File: src/rtl/tpaf_pkg.sv
// ----------------------------------------------------------------------------
// TRIAC phase-angle firing: shared definitions
// Register indexes, mode codes, widths and reset values for the firing block.
// ----------------------------------------------------------------------------
package tpaf_pkg;

  localparam int TimerBitsDef = 16;
  localparam int CfgDataW     = 16;
  localparam int CfgIdxW      = 2;
  localparam int PowerW       = 7;

  localparam logic [PowerW-1:0] PowerOffBelow = 7'd3;
  localparam logic [PowerW-1:0] PowerFullAbove = 7'd97;
  localparam logic [31:0]       PowerSpan     = 32'd100;

  localparam logic [CfgDataW-1:0] TicksPerPctRst = 16'd6400;
  localparam logic [CfgDataW-1:0] PulseWidthRst  = 16'd1;

  typedef enum logic [CfgIdxW-1:0] {
    REG_POWER       = 2'd0,
    REG_TICKS_PCT   = 2'd1,
    REG_ZC_DELAY    = 2'd2,
    REG_PULSE_WIDTH = 2'd3
  } cfg_reg_e;

  typedef enum logic [1:0] {
    MODE_OFF   = 2'd0,
    MODE_PHASE = 2'd1,
    MODE_WAIT  = 2'd2,
    MODE_FULL  = 2'd3
  } mode_e;

  // Operating mode from the power setting and the full-on latch.
  function automatic mode_e mode_of(logic [PowerW-1:0] power, logic latched);
    mode_e m;
    if (power < PowerOffBelow) begin
      m = MODE_OFF;
    end else if (power > PowerFullAbove) begin
      m = latched ? MODE_FULL : MODE_WAIT;
    end else begin
      m = MODE_PHASE;
    end
    return m;
  endfunction

endpackage

File: src/rtl/triac_phase_angle_firing.sv
// ----------------------------------------------------------------------------
// TRIAC phase-angle firing controller
// Timer, two compare channels and gate logic driven by one tick per item.
// ----------------------------------------------------------------------------
// Usage:
//  - Slave stream: one transaction per 4 us timer tick, tdata[0] = sampled
//    mains sync level. Master stream: one transaction per tick with the gate
//    level and the mode status after that tick.
//  - Configuration: write cfg_data_i to register cfg_idx_i while cfg_we_i is
//    high (0 power %, 1 ticks per percent 8.8, 2 zero-cross delay,
//    3 gate pulse width). Write only while no tick is in flight.
//  - Timing: the result of a tick appears in the cycle after its transaction.
//    Throughput: one tick per cycle when not stalled; a tick's timer/compare
//    update is a single pass of logic into the state and output registers.
//  - Stall: the output register holds its result while m_axis_tready is low;
//    s_axis_tready stays high as long as the output register is empty or
//    being drained, so a new tick lands in the same cycle a result leaves.
//  - Reset: timer stopped, gate low, power 0 (off), sync level assumed high,
//    ticks per percent 6400, pulse width 1, output register empty.
// ----------------------------------------------------------------------------
module triac_phase_angle_firing
  import tpaf_pkg::*;
#(
  parameter int TIMER_BITS = TimerBitsDef
) (
  input  logic                clk_i,
  input  logic                rst_ni,
  // configuration write port
  input  logic                cfg_we_i,
  input  logic [CfgIdxW-1:0]  cfg_idx_i,
  input  logic [CfgDataW-1:0] cfg_data_i,
  // tick input
  input  logic                s_axis_tvalid,
  output logic                s_axis_tready,
  input  logic [7:0]          s_axis_tdata,  // [0] sync_level, [7:1] zero
  // result output
  output logic                m_axis_tvalid,
  input  logic                m_axis_tready,
  output logic [7:0]          m_axis_tdata   // [0] gate, [2:1] mode_status, [7:3] zero
);

  localparam int TW = TIMER_BITS;

  // configuration registers
  logic [PowerW-1:0]   power_q;
  logic [CfgDataW-1:0] tpp_q, zcd_q, pw_q;

  // controller state
  logic          sync_prev_q, sync_prev_d;
  logic [TW-1:0] cnt_q, cnt_d;
  logic [TW-1:0] cmp_a_q, cmp_a_d;
  logic [TW-1:0] cmp_b_q, cmp_b_d;
  logic          run_q, run_d;
  logic          gate_q, gate_d;
  logic          peak_q, peak_d;
  logic          latch_q, latch_d;

  // output register
  logic       out_vld_q;
  logic [7:0] out_data_q, out_data_d;

  logic          accept;
  logic          level;
  logic          hit_a, hit_b;
  logic [TW-1:0] cnt_inc;
  logic [TW-1:0] cmp_b_mid;
  logic [31:0]   span;
  logic [31:0]   prod;
  logic [TW-1:0] phase_dly;
  mode_e         mode_pre, mode_post;
  logic          cfg_power;
  logic [PowerW-1:0] power_new;

  assign s_axis_tready = !out_vld_q || m_axis_tready;
  assign accept        = s_axis_tvalid && s_axis_tready;
  assign level         = s_axis_tdata[0];

  // Phase delay: (100 - power) * ticks_per_percent in 8.8, integer part kept.
  assign span      = PowerSpan - 32'(power_q);
  assign prod      = span * 32'(tpp_q);
  assign phase_dly = TW'(prod >> 8);

  assign cfg_power = cfg_we_i && (cfg_reg_e'(cfg_idx_i) == REG_POWER);
  assign power_new = cfg_data_i[PowerW-1:0];

  always_comb begin
    // advance the timer, then judge both compares on the new count
    cnt_inc  = run_q ? cnt_q + TW'(1) : cnt_q;
    hit_a    = run_q && (cnt_inc == cmp_a_q);
    hit_b    = run_q && (cnt_inc == cmp_b_q);
    mode_pre = mode_of(power_q, latch_q);

    sync_prev_d = level;
    cnt_d       = cnt_inc;
    cmp_a_d     = cmp_a_q;
    run_d       = run_q;
    peak_d      = peak_q;
    latch_d     = latch_q;
    gate_d      = gate_q;
    cmp_b_mid   = cmp_b_q;

    // falling sync edge: arm the zero-crossing compare and start the timer
    if (sync_prev_q && !level && (mode_pre == MODE_PHASE || mode_pre == MODE_WAIT)) begin
      cmp_a_d = cnt_inc + TW'(zcd_q);
      run_d   = 1'b1;
      peak_d  = 1'b1;
    end

    // zero crossing reached: latch full on, or arm the firing point
    if (hit_a) begin
      if (mode_pre == MODE_WAIT) begin
        latch_d = 1'b1;
        run_d   = 1'b0;
      end else begin
        cmp_b_mid = cnt_inc + phase_dly;
        peak_d    = 1'b0;
      end
    end

    cmp_b_d = cmp_b_mid;
    // firing point: raise the gate for one pulse width, then drop it
    if (hit_b) begin
      if (!gate_q) begin
        gate_d  = 1'b1;
        cmp_b_d = cmp_b_mid + TW'(pw_q);
      end else begin
        gate_d = 1'b0;
        if (!peak_d) begin
          run_d = 1'b0;
        end
      end
    end

    mode_post  = mode_of(power_q, latch_d);
    out_data_d = {5'd0, mode_post, gate_d || latch_d};
  end

  // configuration registers
  always_ff @(posedge clk_i or negedge rst_ni) begin
    if (!rst_ni) begin
      power_q <= '0;
      tpp_q   <= TicksPerPctRst;
      zcd_q   <= '0;
      pw_q    <= PulseWidthRst;
    end else if (cfg_we_i) begin
      case (cfg_reg_e'(cfg_idx_i))
        REG_POWER:       power_q <= power_new;
        REG_TICKS_PCT:   tpp_q   <= cfg_data_i;
        REG_ZC_DELAY:    zcd_q   <= cfg_data_i;
        REG_PULSE_WIDTH: pw_q    <= cfg_data_i;
        default:         ;
      endcase
    end
  end

  // controller state: a power write takes precedence over a tick
  always_ff @(posedge clk_i or negedge rst_ni) begin
    if (!rst_ni) begin
      sync_prev_q <= 1'b1;
      cnt_q       <= '0;
      cmp_a_q     <= '0;
      cmp_b_q     <= '0;
      run_q       <= 1'b0;
      gate_q      <= 1'b0;
      peak_q      <= 1'b0;
      latch_q     <= 1'b0;
    end else if (cfg_power) begin
      if (power_new < PowerOffBelow) begin
        // off: stop the timer and drop the gate at once
        run_q   <= 1'b0;
        gate_q  <= 1'b0;
        latch_q <= 1'b0;
      end else if (power_new <= PowerFullAbove) begin
        latch_q <= 1'b0;
      end
    end else if (accept) begin
      sync_prev_q <= sync_prev_d;
      cnt_q       <= cnt_d;
      cmp_a_q     <= cmp_a_d;
      cmp_b_q     <= cmp_b_d;
      run_q       <= run_d;
      gate_q      <= gate_d;
      peak_q      <= peak_d;
      latch_q     <= latch_d;
    end
  end

  // output register: load on a tick, clear once taken
  always_ff @(posedge clk_i or negedge rst_ni) begin
    if (!rst_ni) begin
      out_vld_q <= 1'b0;
    end else if (accept) begin
      out_vld_q <= 1'b1;
    end else if (m_axis_tready) begin
      out_vld_q <= 1'b0;
    end
  end

  always_ff @(posedge clk_i) begin
    if (accept) begin
      out_data_q <= out_data_d;
    end
  end

  assign m_axis_tvalid = out_vld_q;
  assign m_axis_tdata  = out_data_q;

endmodule

File: config.mk
export PLATFORM = sky130hd
export DESIGN_NAME = triac_phase_angle_firing
export DESIGN_NICKNAME = d
export VERILOG_FILES = /design/src/rtl/tpaf_pkg.sv /design/src/rtl/triac_phase_angle_firing.sv
export SDC_FILE = /design/constraint.sdc
export NUM_CORES = 1
export LEC_CHECK = 0
export BUFFER_PORTS_ARGS = -buffer_cell sky130_fd_sc_hd__buf_2
export CAP_MARGIN = 30
export CORE_MARGIN = 3
export CORE_UTILIZATION = 59
export DETAILED_ROUTE_END_ITERATION = 16
export PLACE_DENSITY = 0.83
export SLEW_MARGIN = 20
export SYNTH_ARGS = -nofsm -noshare
export SYNTH_HDL_FRONTEND = slang
export SYNTH_SLANG_ARGS = --single-unit
File: constraint.sdc
create_clock -name clk_i -period 24.2 [get_ports clk_i]
set_input_delay 1.21 -clock clk_i [delete_from_list [all_inputs] [get_ports clk_i]]
set_output_delay 1.21 -clock clk_i [all_outputs]
set_load 0.1 [all_outputs]
Yosys cells after proc, flatten, opt, wreduce, memory -nomap -nowiden:

Cells that the tools add are included.

* output and inout port bits: 10
* input port bits: 31
* word-level logic and storage cells: 94
* bits in registers: 112

* bitwise gates (word level): 2
* add/subtract/negate cells: 5
* reduce and logical (&&, ||, !) cells: 23
* equal/unequal tests: 9
* multipliers: 1
* muxes and demuxes: 34
* $lt $le $gt $ge: 4

Operators by type and width (count)
* 2-to-1 mux 16 bit: 5
* adder 16 bit: 3
* equality test 16 bit: 2
* 2-to-1 mux 1 bit: 27
* multiplier 8 x 17 -> 24 bit: 1
* adder 16 x 1 -> 16 bit (second input constant): 1
* less-than comparator 7 x 2 -> 1 bit (second input constant): 2
* AND reduction 2 bit: 7
* subtractor 7 x 7 -> 8 bit (first input constant): 1
* greater-than comparator 7 bit (second input constant): 1
* <= comparator 7 bit (second input constant): 1
* equality test 2 bit (second input constant): 3
* logical AND 1 bit: 6
* equality test 2 x 1 -> 1 bit (second input constant): 2
* 2-to-1 mux 2 bit: 2
* nonzero test 2 bit: 2
* logical OR 1 bit: 3
* != test 3 x 1 -> 1 bit (second input constant): 1
* AND reduction 3 bit: 1
* zero test 1 bit: 2
* zero test 2 bit: 1
* != test 2 x 1 -> 1 bit (second input constant): 1
* NOT 1 bit: 2
* OR reduction 2 bit: 1

Depth between registers and ports, before layout:

Gate-level depths: netlist of the first run.

* depth in word-level cells: 14
* gate-level depth with buffers: 41
* depth with buffers taken out: 40

Worst setup path after synthesis of the first run:

Ideal clock, no wire load.

* kind: flip-flop to flip-flop
* start: register power_q[0]
* end: register cmp_b_q[15]
* setup time: 0.122 ns
* cell stages (with the launch flop): 39
* data arrival time: 8.544 ns
* buffers on the path: 2
* clock period less this slack: 8.666 ns
* data required time: 24.078 ns
* slack: 15.534 ns
* cell sequence: dfrtp_1 -> clkbuf_1 -> inv_1 -> ha_1 -> inv_1 -> a21oi_1 -> nand2b_1 -> nand2_1 -> xor2_1 -> clkbuf_1 -> nand2_1 -> fa_1 -> inv_1 -> fa_1 -> fa_1 -> inv_1 -> fa_1 -> inv_1 -> (+3 left out) -> a2bb2oi_1 -> a21boi_0 -> o21bai_1 -> a21boi_0 -> a311oi_1 -> nor2_1 -> o311ai_0 -> ha_1 -> nor2_1 -> or4b_2 -> o311ai_0 -> mux2_2 -> ha_1 -> a21o_1 -> a31o_2 -> mux2_2 -> a32oi_1 -> nand2b_1

* longest elaborated chain between the ends: 9
* elaborated cells between the ends (all ways): 13
* those cells by class: add/sub: 3; mul: 1; order compare: 2; eq/ne: 1; mux: 6

Ends and longest elaborated chain
* start, declared: line triac_phase_angle_firing.sv:45 `logic [PowerW-1:0] power_q;`
* start signal, assigned: line triac_phase_angle_firing.sv:147 `REG_POWER: power_q <= power_new;`
* parallel branches: the longest is 4 deep, another holds multiplier 8 x 17 -> 24 bit
* 2-to-1 mux 16 bit (*): line triac_phase_angle_firing.sv:111 `if (mode_pre == MODE_WAIT) begin`
* 2-to-1 mux 16 bit (*): line triac_phase_angle_firing.sv:110 `if (hit_a) begin`
* adder 16 bit: line triac_phase_angle_firing.sv:125 `cmp_b_d = cmp_b_mid + TW'(pw_q);`
* 2-to-1 mux 16 bit: line triac_phase_angle_firing.sv:123 `if (!gate_q) begin`
* 2-to-1 mux 16 bit (*): line triac_phase_angle_firing.sv:122 `if (hit_b) begin`
* end signal, assigned: line triac_phase_angle_firing.sv:180 `cmp_b_q <= cmp_b_d;`
* end, declared: line triac_phase_angle_firing.sv:52 `logic [TW-1:0] cmp_b_q, cmp_b_d;`

Every way passes the cells marked *.
A chain may end at the register's enable or synchronous reset.

Final worst setup path of the first run:

Same ends and word-level chain as after synthesis.

==> results.txt, run 1 <==
The area taken by flip-flops and latches came out at roughly 0.0028 mm^2. The register bit count reported by yosys came out at between 100 and 150. The count of buffering cells on the critical path with inverters included came out at 1.

The remaining global-route overflow came out at 0. The width of the die came out at 150 um. The fraction of registers with async set or reset after synthesis is slightly below 100%. The die area came out at approximately 0.023 mm^2. Detailed routing inserted a total of between 9000 and 10000 vias. The number of instances in the synthesized netlist came out at approximately 1300. The kind of critical path is flop to flop.

The number of gates resized after CTS is 0. The H-tree was split into 3 levels. The die is between 150 and 200 um tall. The max-slew headroom at the worst pin is between 30% and 40%. The row count came out at 52.

The number of nets in the final layout came out at around 1600. The portion of the post-synthesis area used by sequential elements is 23.1%. Counting flops with a built-in enable in the synthesized netlist gives 3.

The area of the multi-input gates came out at 0.00865 mm^2. The endpoint identified for the worst register-to-register timing path is cmp_b_q[15]. The maximum net fanout on the critical path is 20. The final number of setup-violating endpoints came out at 0. In this design, the stage delay of the slowest critical-path cell is approximately 0.82 ns.

The filler cell count came out at ~1700. The smallest clock period supported by the final layout is computed as ~11 ns. After clock tree synthesis, the clock-pin slew on the worst setup and hold paths is ~0.090 ns.

Among the stages of the critical path, the cell type that occurs most often is sky130_fd_sc_hd__fa_1. The number of detailed-routing iterations run before antenna repair is 6. The insertion delay to the later sink of the worst-skew pair is roughly 0.36 ns. The routed wire length came out at ~29000 um. The area growth from synthesis to layout came out at 5.49%. The I/O pin count came out at 41. The worst setup path is captured at a flop. The transition at the pin with the smallest max-transition slack came out at between 0.9 and 1 ns. The run finished with clean final reports. Routability-driven placement finished with a final weighted congestion of roughly 0.92. The max-slew violation count is 0. The share of layout cells above drive strength 1 came out at 12.2%. The most used flip-flop cell after synthesis is sky130_fd_sc_hd__dfrtp_1. Summed over all instances, the cell type with the most area after synthesis is sky130_fd_sc_hd__dfrtp_1.

The pin count of the biggest net entering global routing came out at between 40 and 50. The cell depth of the worst setup path came out at 32. The share of the synthesized area in the top cell type came out at between 20% and 30%.

During synthesis, Yosys emitted a total of 0 warnings. The initial cell density of the core is between 60% and 70%. The initial detailed-routing violation count came out at a little over 700. Max-cap violations in this run came to 0. The maximum count of clock buffers along a single path is 2. The critical path launch point type is a flop.

The synthesized area came out at 0.0122 mm^2. The data required time of the critical path is 24.44 ns. The CTS buffer count came out at 9. The core area is 0.0203 mm^2. In the routed design, unresolved DRC markers number 0. The number of hold-slack violations in the final timing report came out at 0. The number of antenna diodes in the final layout is 0. Synthesis instantiated 85 different standard cells from the library. The number of setup buffers added after CTS is 0. Using the TritonRoute via totals, the vias-per-cell ratio works out to approximately 6. The cell type group with the largest total delay on the critical path is compound AO/OA/AOI/OAI gates. In this run the worst setup path begins at power_q[0]. The mean instance size in the synthesized netlist is 9.24 um^2. The total routing usage reported by global routing came out at between 20% and 30%. The path class of the lowest-slack min-delay path is flop to flop. The initial antenna violation count came out at 0. The worst register-to-register path begins at power_q[0].

The maximum clock frequency came out at slightly above 90 MHz. Once detail routing completed, the nets flagged for antenna violations numbered 0. The critical path ends at cmp_b_q[15]. Detailed placement ended at an HPWL of between 20000 and 25000 um.

The via count of the first global-routing pass came out at 9873. Setup repair after global routing left no endpoint under its margin. The data arrival time of the critical path came out at approximately 11 ns. The depth of the worst register-to-register path came out at 32. The post-route clock period utilization came out at 44.4%. The number of buffers added on ports is 28.

The aggregate negative setup slack came out at 0 ns. The number of clock sinks is ~110. The slowest cell on the critical path is sky130_fd_sc_hd__dfrtp_1. The root buffer cell chosen for the clock tree is sky130_fd_sc_hd__clkbuf_16. The global-route wire length before repair came out at between 40000 and 50000 um. The post-cts hold buffer count came out at 0.

The worst setup skew after layout came out at 0.0143 ns. The worst setup slack for register-to-register paths is 13.46 ns. By area the synthesized netlist is led by sky130_fd_sc_hd__dfrtp_1 21%, sky130_fd_sc_hd__fa_1 14%, sky130_fd_sc_hd__ha_1 11%, sky130_fd_sc_hd__mux2_2 6.0%, sky130_fd_sc_hd__and2_1 4.6%. The post-detailed-route wirelength per cell came out at about 18 um. TritonCTS built the clock tree.
[registers in the layout, indices dropped and copies added (netlist names)]
name and cells:
cmp_a_q 16, cmp_b_q 16, cnt_q 16, gate_q 1
latch_q 1, m_axis_tdata 3, m_axis_tvalid 1, peak_q 1
power_q 7, pw_q 16, run_q 1, sync_prev_q 1
tpp_q 16, zcd_q 16
[through the flow]
stage	area, um^2	hold WS (ns)	std cells	util, %	setup slack, ns
after floorplan	12300	0.436	1329	-	15.53
after global placement	12600	0.443	1587	61.8	13.85
after detailed placement	12600	0.468	1588	62.0	13.74
after CTS	12900	0.478	1604	63.5	13.64
after global routing	12900	0.515	1606	63.6	12.90
final	12900	0.472	1606	63.6	13.46
[cells by family (layout without fill, tap and decap cells)]
logic type / after synthesis / in the layout / synth area share [%]
compound gates: 197 / 197 / 10.8
xor+xnor: 108 / 108 / 8.86
fa+ha+maj: 192 / 192 / 24.9
buf+inv: 194 / 201 / 6.46
flops: 112 / 112 / 23.1
mux: 72 / 72 / 6.68
other cells: 1 / 5 / 0.0306
simple gates: 449 / 449 / 19.2
[worst min-delay path by stage]
stage	from	end	slack, ns	depth (start not counted)
2_1_floorplan	sync_prev_q	sync_prev_q	0.44	2
3_3_place_gp	sync_prev_q	sync_prev_q	0.44	2
3_5_place_dp	sync_prev_q	sync_prev_q	0.47	2
4_1_cts	sync_prev_q	sync_prev_q	0.48	2
5_1_grt	sync_prev_q	sync_prev_q	0.51	2
6_report	sync_prev_q	sync_prev_q	0.47	2
[layer usage]
layer	wire length, um	share of wire (%)	vias up	track usage, %
met4	784	2.7	0	8.42
met2	13900	48	317	45.6
met5	0	0	-	0
met1	12500	43	4731	35.4
li1	-	-	4503	-
met3	1530	5.3	55	3.15
[layout make-up]
class                      count  share of cell area, %
tap                          270                   2.62
clock inverter                 7                  0.543
clock buffer                   9                   1.74
multi-input combinational   1023                   67.0
inverter                     146                   4.25
sequential                   112                   21.9
timing repair buffer          39                   1.99
[cell usage after synthesis, types with 10 or more instances]
master                     number
sky130_fd_sc_hd__inv_1        146
sky130_fd_sc_hd__nand2_1      118
sky130_fd_sc_hd__ha_1         106
sky130_fd_sc_hd__dfrtp_1      104
sky130_fd_sc_hd__and2_1        90
sky130_fd_sc_hd__fa_1          86
sky130_fd_sc_hd__nor2_1        82
sky130_fd_sc_hd__mux2_2        65
sky130_fd_sc_hd__xnor2_1       62
sky130_fd_sc_hd__a21oi_1       50
sky130_fd_sc_hd__o21ai_0       39
sky130_fd_sc_hd__xor2_1        36
sky130_fd_sc_hd__nand3_1       27
sky130_fd_sc_hd__clkbuf_1      26
sky130_fd_sc_hd__nor3_1        25
sky130_fd_sc_hd__and3_1        16
sky130_fd_sc_hd__a211oi_1      15
sky130_fd_sc_hd__nand2b_1      15
sky130_fd_sc_hd__a21o_1        13
sky130_fd_sc_hd__nand4_1       12
sky130_fd_sc_hd__a31oi_1       10
sky130_fd_sc_hd__or2_2         10
[tightest hold or removal path, cell delays in order (launching register included)]
cell	delay (ns)
sky130_fd_sc_hd__dfstp_2	0.38
sky130_fd_sc_hd__nand2_1	0.05
sky130_fd_sc_hd__nand2_1	0.05
[cells in the final DEF (no fill, tap or decap), types with 5 or more instances in the layout]
cell                          n
sky130_fd_sc_hd__a211oi_1    15
sky130_fd_sc_hd__a21o_1      13
sky130_fd_sc_hd__a21oi_1     50
sky130_fd_sc_hd__a31o_2       5
sky130_fd_sc_hd__a31oi_1     10
sky130_fd_sc_hd__and2_1      90
sky130_fd_sc_hd__and3_1      16
sky130_fd_sc_hd__buf_2       27
sky130_fd_sc_hd__buf_4        9
sky130_fd_sc_hd__clkbuf_16    9
sky130_fd_sc_hd__conb_1       5
sky130_fd_sc_hd__dfrtp_1    104
sky130_fd_sc_hd__dfstp_2      5
sky130_fd_sc_hd__fa_1        86
sky130_fd_sc_hd__ha_1       106
sky130_fd_sc_hd__inv_1      146
sky130_fd_sc_hd__mux2_2      65
sky130_fd_sc_hd__nand2_1    118
sky130_fd_sc_hd__nand2b_1    15
sky130_fd_sc_hd__nand3_1     27
sky130_fd_sc_hd__nand4_1     12
sky130_fd_sc_hd__nor2_1      82
sky130_fd_sc_hd__nor2b_1      8
sky130_fd_sc_hd__nor3_1      25
sky130_fd_sc_hd__nor4_1       8
sky130_fd_sc_hd__o2111ai_1    6
sky130_fd_sc_hd__o21a_1       5
sky130_fd_sc_hd__o21ai_0     39
sky130_fd_sc_hd__o22ai_1      6
sky130_fd_sc_hd__o31ai_1      5
sky130_fd_sc_hd__or2_2       10
sky130_fd_sc_hd__or3_1        7
sky130_fd_sc_hd__xnor2_1     62
sky130_fd_sc_hd__xnor3_1      6
sky130_fd_sc_hd__xor2_1      35
Power of run 1 is not shown: default switching activity piles up to over one toggle a cycle in this logic, so the estimate is an artifact.
==> inputs of run 2 (changes only) <==
--- a/config.mk
+++ b/config.mk
@@ -5,6 +5,7 @@
 export SDC_FILE = /design/constraint.sdc
 export NUM_CORES = 1
 export LEC_CHECK = 0
+export ABC_AREA = 1
 export BUFFER_PORTS_ARGS = -buffer_cell sky130_fd_sc_hd__buf_2
 export CAP_MARGIN = 30
 export CORE_MARGIN = 3
==> constraint.sdc (replaced) <==
create_clock -name clk_i -period 10.4 [get_ports clk_i]
set_input_delay 0.52 -clock clk_i [delete_from_list [all_inputs] [get_ports clk_i]]
set_output_delay 0.52 -clock clk_i [all_outputs]
set_load 0.1 [all_outputs]
==> run 2 against run 1 <==
- hold slack lost 0.36 ns
- register-to-register slack lost 12 ns
- count of clock-buffer cells in the layout is the same
- highest routed layer unchanged
- maximum frequency grew 14%
- routed wire length grew 12%
- setup slack lost 12 ns
- critical path depth grew 10
- via count grew 18%
- cell area grew 2.2%
==> results.txt, run 2 <==
Derived from the worst setup path, the maximum achievable clock frequency is 106 MHz. The area growth from synthesis to layout is 5.40%. The portion of the post-synthesis area used by sequential elements is between 20 and 25%. The register bit count reported by yosys is 112. The initial antenna violation count came out at 0. The number of setup buffers added after CTS came out at 0. In the layout the commonest cells are 480 x sky130_fd_sc_hd__nand2_1, 322 x sky130_fd_sc_hd__inv_1, 144 x sky130_fd_sc_hd__nor2_1, 124 x sky130_fd_sc_hd__o21ai_0, 106 x sky130_fd_sc_hd__ha_1.

The data required time of the critical path came out at 10.66 ns. The weighted congestion at the end of routability-driven global placement is 1.03. After global routing the overflow that remains totals 0. During I/O placement, the number of pins put on the boundary was 41. The max-slew violation count is 0. The initial cell density of the core came out at about three fifths. The residual antenna-violating net count after detailed routing is 0. Summed over its instances, the top area cell type makes up 20.8% of the synthesized netlist area. The maximum net fanout on the critical path came out at 19. The filler cell count is ~1800.

The mean instance size in the synthesized netlist came out at slightly above 7 um^2. Yosys attributes the largest share of cell area to sky130_fd_sc_hd__dfrtp_1 21%, sky130_fd_sc_hd__nand2_1 14%, sky130_fd_sc_hd__fa_1 14%, sky130_fd_sc_hd__ha_1 11%, sky130_fd_sc_hd__inv_1 9.7%. The library cell used most frequently in the layout, excluding fill and tap cells, is sky130_fd_sc_hd__nand2_1.

The final critical path time including I/O delays and setup is between 9 and 10 ns. The path class of the lowest-slack min-delay path is input pin to async pin. The post-route clock period utilization came out at 90.7%.

Measured in cells, the most critical reg-to-reg path has a length of between 40 and 50. At the pin with the least slew margin, the transition time is approximately 0.73 ns. The non-filler instance count after layout came out at ~2000. The final worst hold slack is about 0.11 ns.

The critical path launch point type is a flop. The fraction of registers with async set or reset after synthesis came out at a little over nine tenths. The number of instances in the synthesized netlist came out at between 1500 and 2000. The largest area contributor in the netlist is sky130_fd_sc_hd__dfrtp_1.

The initial detailed-routing violation count is 890. The share of layout cells above drive strength 1 is roughly 7.3%. Once detailed placement completed, the half-perimeter wirelength came to 25900 um.

TritonCTS built the clock tree. The run finished with clean final reports. For this block, the via count after detailed routing is ~11000. The floorplan die height came out at about 150 um. The total area inside the core boundary comes to about 0.021 mm^2. After clock tree synthesis, the repair step resized 0 gates. The row count is 52. Setup repair after global routing left no endpoint under its margin. The number of clock sinks is 112. The maximum count of clock buffers along a single path came out at 2. For this design, the slowest cell found on the critical path is sky130_fd_sc_hd__fa_1. STA classifies the critical path endpoint as a flop. After clock tree synthesis, the clock-pin slew on the worst setup and hold paths is 0.08 ns. The width of the die came out at between 150 and 200 um.

The worst setup skew after layout is ~0.0095 ns. The most used flip-flop cell after synthesis is sky130_fd_sc_hd__dfrtp_1. The average via count per standard cell came out at between 5 and 6. The stage delay of the slowest cell on the critical path came out at approximately 0.55 ns. The global-route wire length before repair came out at 52900 um. The number of distinct library cells after synthesis came out at between 40 and 50. Ranked by instance count, the synthesized netlist is headed by 480 x sky130_fd_sc_hd__nand2_1, 322 x sky130_fd_sc_hd__inv_1, 145 x sky130_fd_sc_hd__nor2_1, 124 x sky130_fd_sc_hd__o21ai_0, 106 x sky130_fd_sc_hd__ha_1.

Yosys printed 0 warnings. The number of nets in the final layout came out at ~2000. The capture instance of the worst register-to-register path is cmp_b_q[13].

The via count of the first global-routing pass is ~11000. In this run the critical register-to-register path is launched from power_q[0]. The number of H-tree branching levels is 3. In the post-synthesis netlist, the cell with the most instances is sky130_fd_sc_hd__nand2_1.

After detailed routing, the average wire length per cell comes to between 15 and 20 um. The max-slew headroom at the worst pin came out at a little over 50%. In this design, the critical path's most frequently occurring cell is sky130_fd_sc_hd__nand2_1.

The buffer type at the clock tree root is sky130_fd_sc_hd__clkbuf_16. The CTS buffer count is 9. Entering global routing, the biggest net connects 76 pins. For flop-to-flop paths, the worst setup slack is slightly below 1 ns. The residual DRC count came out at 0. The total inserted antenna cells came out at 0. The routed wire length is around 32000 um. The final number of setup-violating endpoints came out at 0.

Before antenna repair, the detailed router went through 5 iterations. The number of flops mapped to enable cells by yosys is 3. The data arrival time of the critical path is slightly below 10 ns.

The die area came out at between 0.02 and 0.025 mm^2. The post-cts hold buffer count is 0. The kind of critical path is flop to flop.

The total routing usage reported by global routing came out at between 20 and 30%. The max-capacitance violation count is 0. The synthesized area came out at between 0.01 and 0.015 mm^2.

The number of placed instances, taps included came out at about 2000. The number of buffers added on ports came out at 28. The number of hold-slack violations in the final timing report is 0. The insertion delay to the later sink of the worst-skew pair came out at about 0.37 ns. Setup total negative slack on the finished layout was measured at 0 ns.
[run 2: final cells by class]
class | instances | area [um^2] | area share [%]
multi-input cells | 1290 | 8280 | 62.7
flip-flops and latches | 112 | 2820 | 21.4
inverters | 328 | 1240 | 9.37
well taps | 270 | 338 | 2.56
repair buffers | 38 | 245 | 1.86
clock buffers | 9 | 225 | 1.71
clock inverters | 7 | 52.6 | 0.398
[run 2: worst max-delay path by stage]
stage,cells past startpoint,startpoint,to
final,42,power_q[0],cmp_b_q[13]
after global routing,45,power_q[0],cmp_b_q[15]
after detailed placement,42,power_q[0],cmp_b_q[13]
after floorplan,39,power_q[0],cmp_b_q[13]
after CTS,42,power_q[0],cmp_b_q[13]
after global placement,42,power_q[0],cmp_b_q[13]
[run 2: per-layer routing]
metal	routed length (um)	track usage, %	vias to the layer above
li1	-	-	5510
met5	0	0	-
met2	14900	48.0	387
met4	818	9.07	0
met1	14100	39.7	5419
met3	2310	4.34	66
[run 2: kinds of logic after synthesis]
family	synth area share, %
and+or+nand+nor	27.2
buffers and inverters	11.5
AOI/OAI and AO/OA	10.8
adders and majority gates	24.3
DFF	22.5
xor gates and xnor gates	3.61
other	0.0299
[run 2: per-stage QoR]
step,area [um^2],setup slack (ns),util [%]
5_1_grt,13200,0.373,64.2
3_5_place_dp,12900,1.23,62.7
3_3_place_gp,12900,1.46,62.6
6_report,13200,0.971,64.2
2_1_floorplan,12500,2.61,-
4_1_cts,13200,1.19,64.0
[run 2: critical path: cells and delay by family, from the launching register on]
| family | cells | cell delay, ns |
|---|---|---|
| fa+ha+maj | 8 | 3.37 |
| compound gates | 8 | 1.75 |
| xor+xnor | 3 | 0.87 |
| simple gates | 16 | 1.95 |
| buf+inv | 7 | 1.03 |
| flops | 1 | 0.33 |
Power of run 2 is left out for the same reason.
==> inputs of run 3 (changes only) <==
--- a/config.mk
+++ b/config.mk
@@ -11,7 +11,7 @@
 export CORE_MARGIN = 3
 export CORE_UTILIZATION = 59
 export DETAILED_ROUTE_END_ITERATION = 16
-export PLACE_DENSITY = 0.83
+export PLACE_DENSITY = 0.86
 export SLEW_MARGIN = 20
 export SYNTH_ARGS = -nofsm -noshare
 export SYNTH_HDL_FRONTEND = slang
==> constraint.sdc (replaced) <==
create_clock -name clk_i -period 7.61 [get_ports clk_i]
set_input_delay 0.3805 -clock clk_i [delete_from_list [all_inputs] [get_ports clk_i]]
set_output_delay 0.3805 -clock clk_i [all_outputs]
set_load 0.1 [all_outputs]
==> run 3 against run 2 <==
- cell count up 6.4%
- via count up 10%
- first-iteration DRC count is 47% higher
- register-to-register slack got worse by 0.88 ns
- die area did not move
- cell area up 13%
- count of clock-buffer cells in the layout increased by 1
- clock skew barely moved
==> results.txt, run 3 (synthesized netlist as in run 2, its figures left out) <==
The flow ran to the end, and the final reports show no timing, DRC or antenna violations. The share of layout cells above drive strength 1 is between 20% and 30%. In this run the register-to-register setup slack is 0.09 ns. The average via count per standard cell came out at roughly 5.7.

The maximum count of clock buffers along a single path came out at 2. The maximum clock frequency is ~130 MHz. The worst setup skew after layout came out at slightly below 0.01 ns. The depth of the worst register-to-register path came out at between 40 and 50. The width of the die came out at between 150 and 200 um. The kind of critical path is flop to flop. The data required time of the critical path is between 7 and 8 ns.

Entering global routing, the biggest net connects a little under 80 pins. The initial antenna violation count came out at 0. The max-capacitance violation count is 0. The CTS buffer count is 9. The remaining global-route overflow is 0. The startpoint identified for the worst hold timing path is s_axis_tdata[0]. The transition at the pin with the smallest max-transition slack came out at roughly 0.77 ns. The number of clock sinks came out at approximately 110. The stage delay of the slowest cell on the critical path is roughly 0.54 ns. The maximum net fanout on the critical path came out at 5. The number of nets in the final layout is around 2100.

The die area came out at between 0.02 and 0.025 mm^2. From bottom edge to top edge, the die measures 152 um. The global-route wire length before repair is about 56000 um. The detailed router finished its first iteration with about 1300 violations. The path class of the lowest-slack min-delay path is input pin to flop. Setup violations remaining at the end of the flow were counted as 0. The placed wire-length estimate came out at about 27000 um. The core area came out at slightly above 0.02 mm^2. The critical path endpoint category is a flop.

The number of buffers added on ports is 28. The row count came out at 52. The startpoint identified for the worst register-to-register timing path is power_q[1]. The final critical path time including I/O delays and setup is approximately 7.5 ns.

In the layout the commonest cells are 451 x sky130_fd_sc_hd__nand2_1, 302 x sky130_fd_sc_hd__inv_1, 133 x sky130_fd_sc_hd__buf_4, 128 x sky130_fd_sc_hd__nor2_1, 112 x sky130_fd_sc_hd__o21ai_0. The clock tree from TritonCTS is done. The via count of the first global-routing pass came to 12000. The routed design has between 30000 and 40000 um of wire. STA classifies the critical path startpoint as a flop. The worst pin sits at a relative slew slack of between 40% and 50%. The count of buffering cells on the critical path with inverters included is 10. The max-slew violation count was 0. The cell type group with the largest total delay on the critical path is adder cells. The via total after detailed routing came out at 12500.

The initial cell density of the core came out at 60.9%. In the final routed layout, each cell accounts on average for 17.4 um. The number of antenna diodes in the final layout is 0.

The data arrival time of the critical path came out at 7.78 ns. The cell sitting at the root of the clock tree is a sky130_fd_sc_hd__clkbuf_16. The worst hold path endpoint is sync_prev_q. The insertion delay to the later sink of the worst-skew pair came out at roughly 0.37 ns. The number of hold-slack violations in the final timing report was 0. The slowest stage of the critical path is the sky130_fd_sc_hd__fa_1 cell. Once detail routing completed, the nets flagged for antenna violations numbered 0.

After clock tree synthesis, the clock-pin slew on the worst setup and hold paths is about 0.080 ns. The I/O pin count is ~40. The worst register-to-register path ends at cmp_b_q[13]. The weighted congestion at the end of routability-driven global placement is between 1 and 1.5. The H-tree generated during clock tree synthesis spans 3 levels. After layout, the worst path uses 98.9% of the clock period. Relative to the synthesized area, the layout overhead comes to 19.2%.

The most common cell after layout, fill and taps aside is sky130_fd_sc_hd__nand2_1. Global routing consumed, over all layers together, 30.5% of the routing resources. The tightest hold path in the finished design has a slack of between 0.2 and 0.25 ns. The pre-antenna-repair detailed-routing pass consisted of 5 iterations. The residual DRC count came out at 0. The worst hold path stage count is 3.
-- run 3: cell count changes in the layout (fill, tap and decap cells not counted), moves of 12 or more --
cell	delta
sky130_fd_sc_hd__ha_4	+17
sky130_fd_sc_hd__buf_4	+125
sky130_fd_sc_hd__nand2_2	+22
sky130_fd_sc_hd__nor2_1	-16
sky130_fd_sc_hd__ha_1	-20
sky130_fd_sc_hd__inv_1	-20
sky130_fd_sc_hd__inv_2	+17
sky130_fd_sc_hd__nand2_1	-29
sky130_fd_sc_hd__a21oi_2	+20
sky130_fd_sc_hd__a21oi_1	-24
sky130_fd_sc_hd__o21ai_0	-12
sky130_fd_sc_hd__nor2_2	+12
-- run 3: metal layers --
layer / wire [um] / up-vias / GRT usage (%)
li1: - / 5771 / -
met1: 14600 / 5944 / 39.9
met2: 18200 / 650 / 52.3
met3: 3140 / 172 / 4.37
met4: 1980 / 0 / 9.93
met5: 0 / - / 0
-- run 3: stage by stage --
step	cells	worst slack (ns)	setup TNS (ns)	cell area, um^2	util [%]
CTS	2170	0.0373	0	14200	69.1
global route	2185	-0.181	-0.986	14900	72.6
floorplan	1770	0.0170	0	12500	-
global placement	2149	-0.143	-0.636	13700	66.8
finish	2185	0.0860	0	14900	72.6
detailed placement	2149	-0.360	-2.01	13700	66.8
-- run 3: tightest hold or removal path, delay by kind of cell --
family / cells / cell delay [ns]
simple gates: 1 / 0.04
buf+inv: 1 / 0.09
compound gates: 1 / 0.07
-- run 3: timing repair --
| item | in CTS | in global routing |
|---|---|---|
| hold buffers | 1 | 0 |
| pin swaps | 21 | 92 |
| gates resized for setup | 44 | 144 |
| setup buffers | 4 | 12 |
| endpoints found under the setup margin | 8 | 11 |
| hold endpoints to repair | 31 | 0 |
-- run 3: worst max-delay path by stage --
stage               cells past startpoint  slack [ns]          end  startpoint
global route                           44       -0.18  cmp_b_q[15]  power_q[0]
finish                                 41        0.09  cmp_b_q[13]  power_q[1]
CTS                                    46        0.04  cmp_b_q[14]  power_q[0]
floorplan                              39        0.02  cmp_b_q[13]  power_q[0]
global placement                       44       -0.14  cmp_b_q[15]  power_q[0]
detailed placement                     44       -0.36  cmp_b_q[14]  power_q[0]
-- run 3: final cells by class --
class	count	area, um^2
Clock inverter	6	50.0
Timing Repair Buffer	169	1250
Inverter	328	1240
Sequential cell	112	2820
Clock buffer	10	229
Fill cell	1470	5630
Multi-Input combinational cell	1290	8990
Tap cell	270	338
Power of run 3 is left out for the same reason.
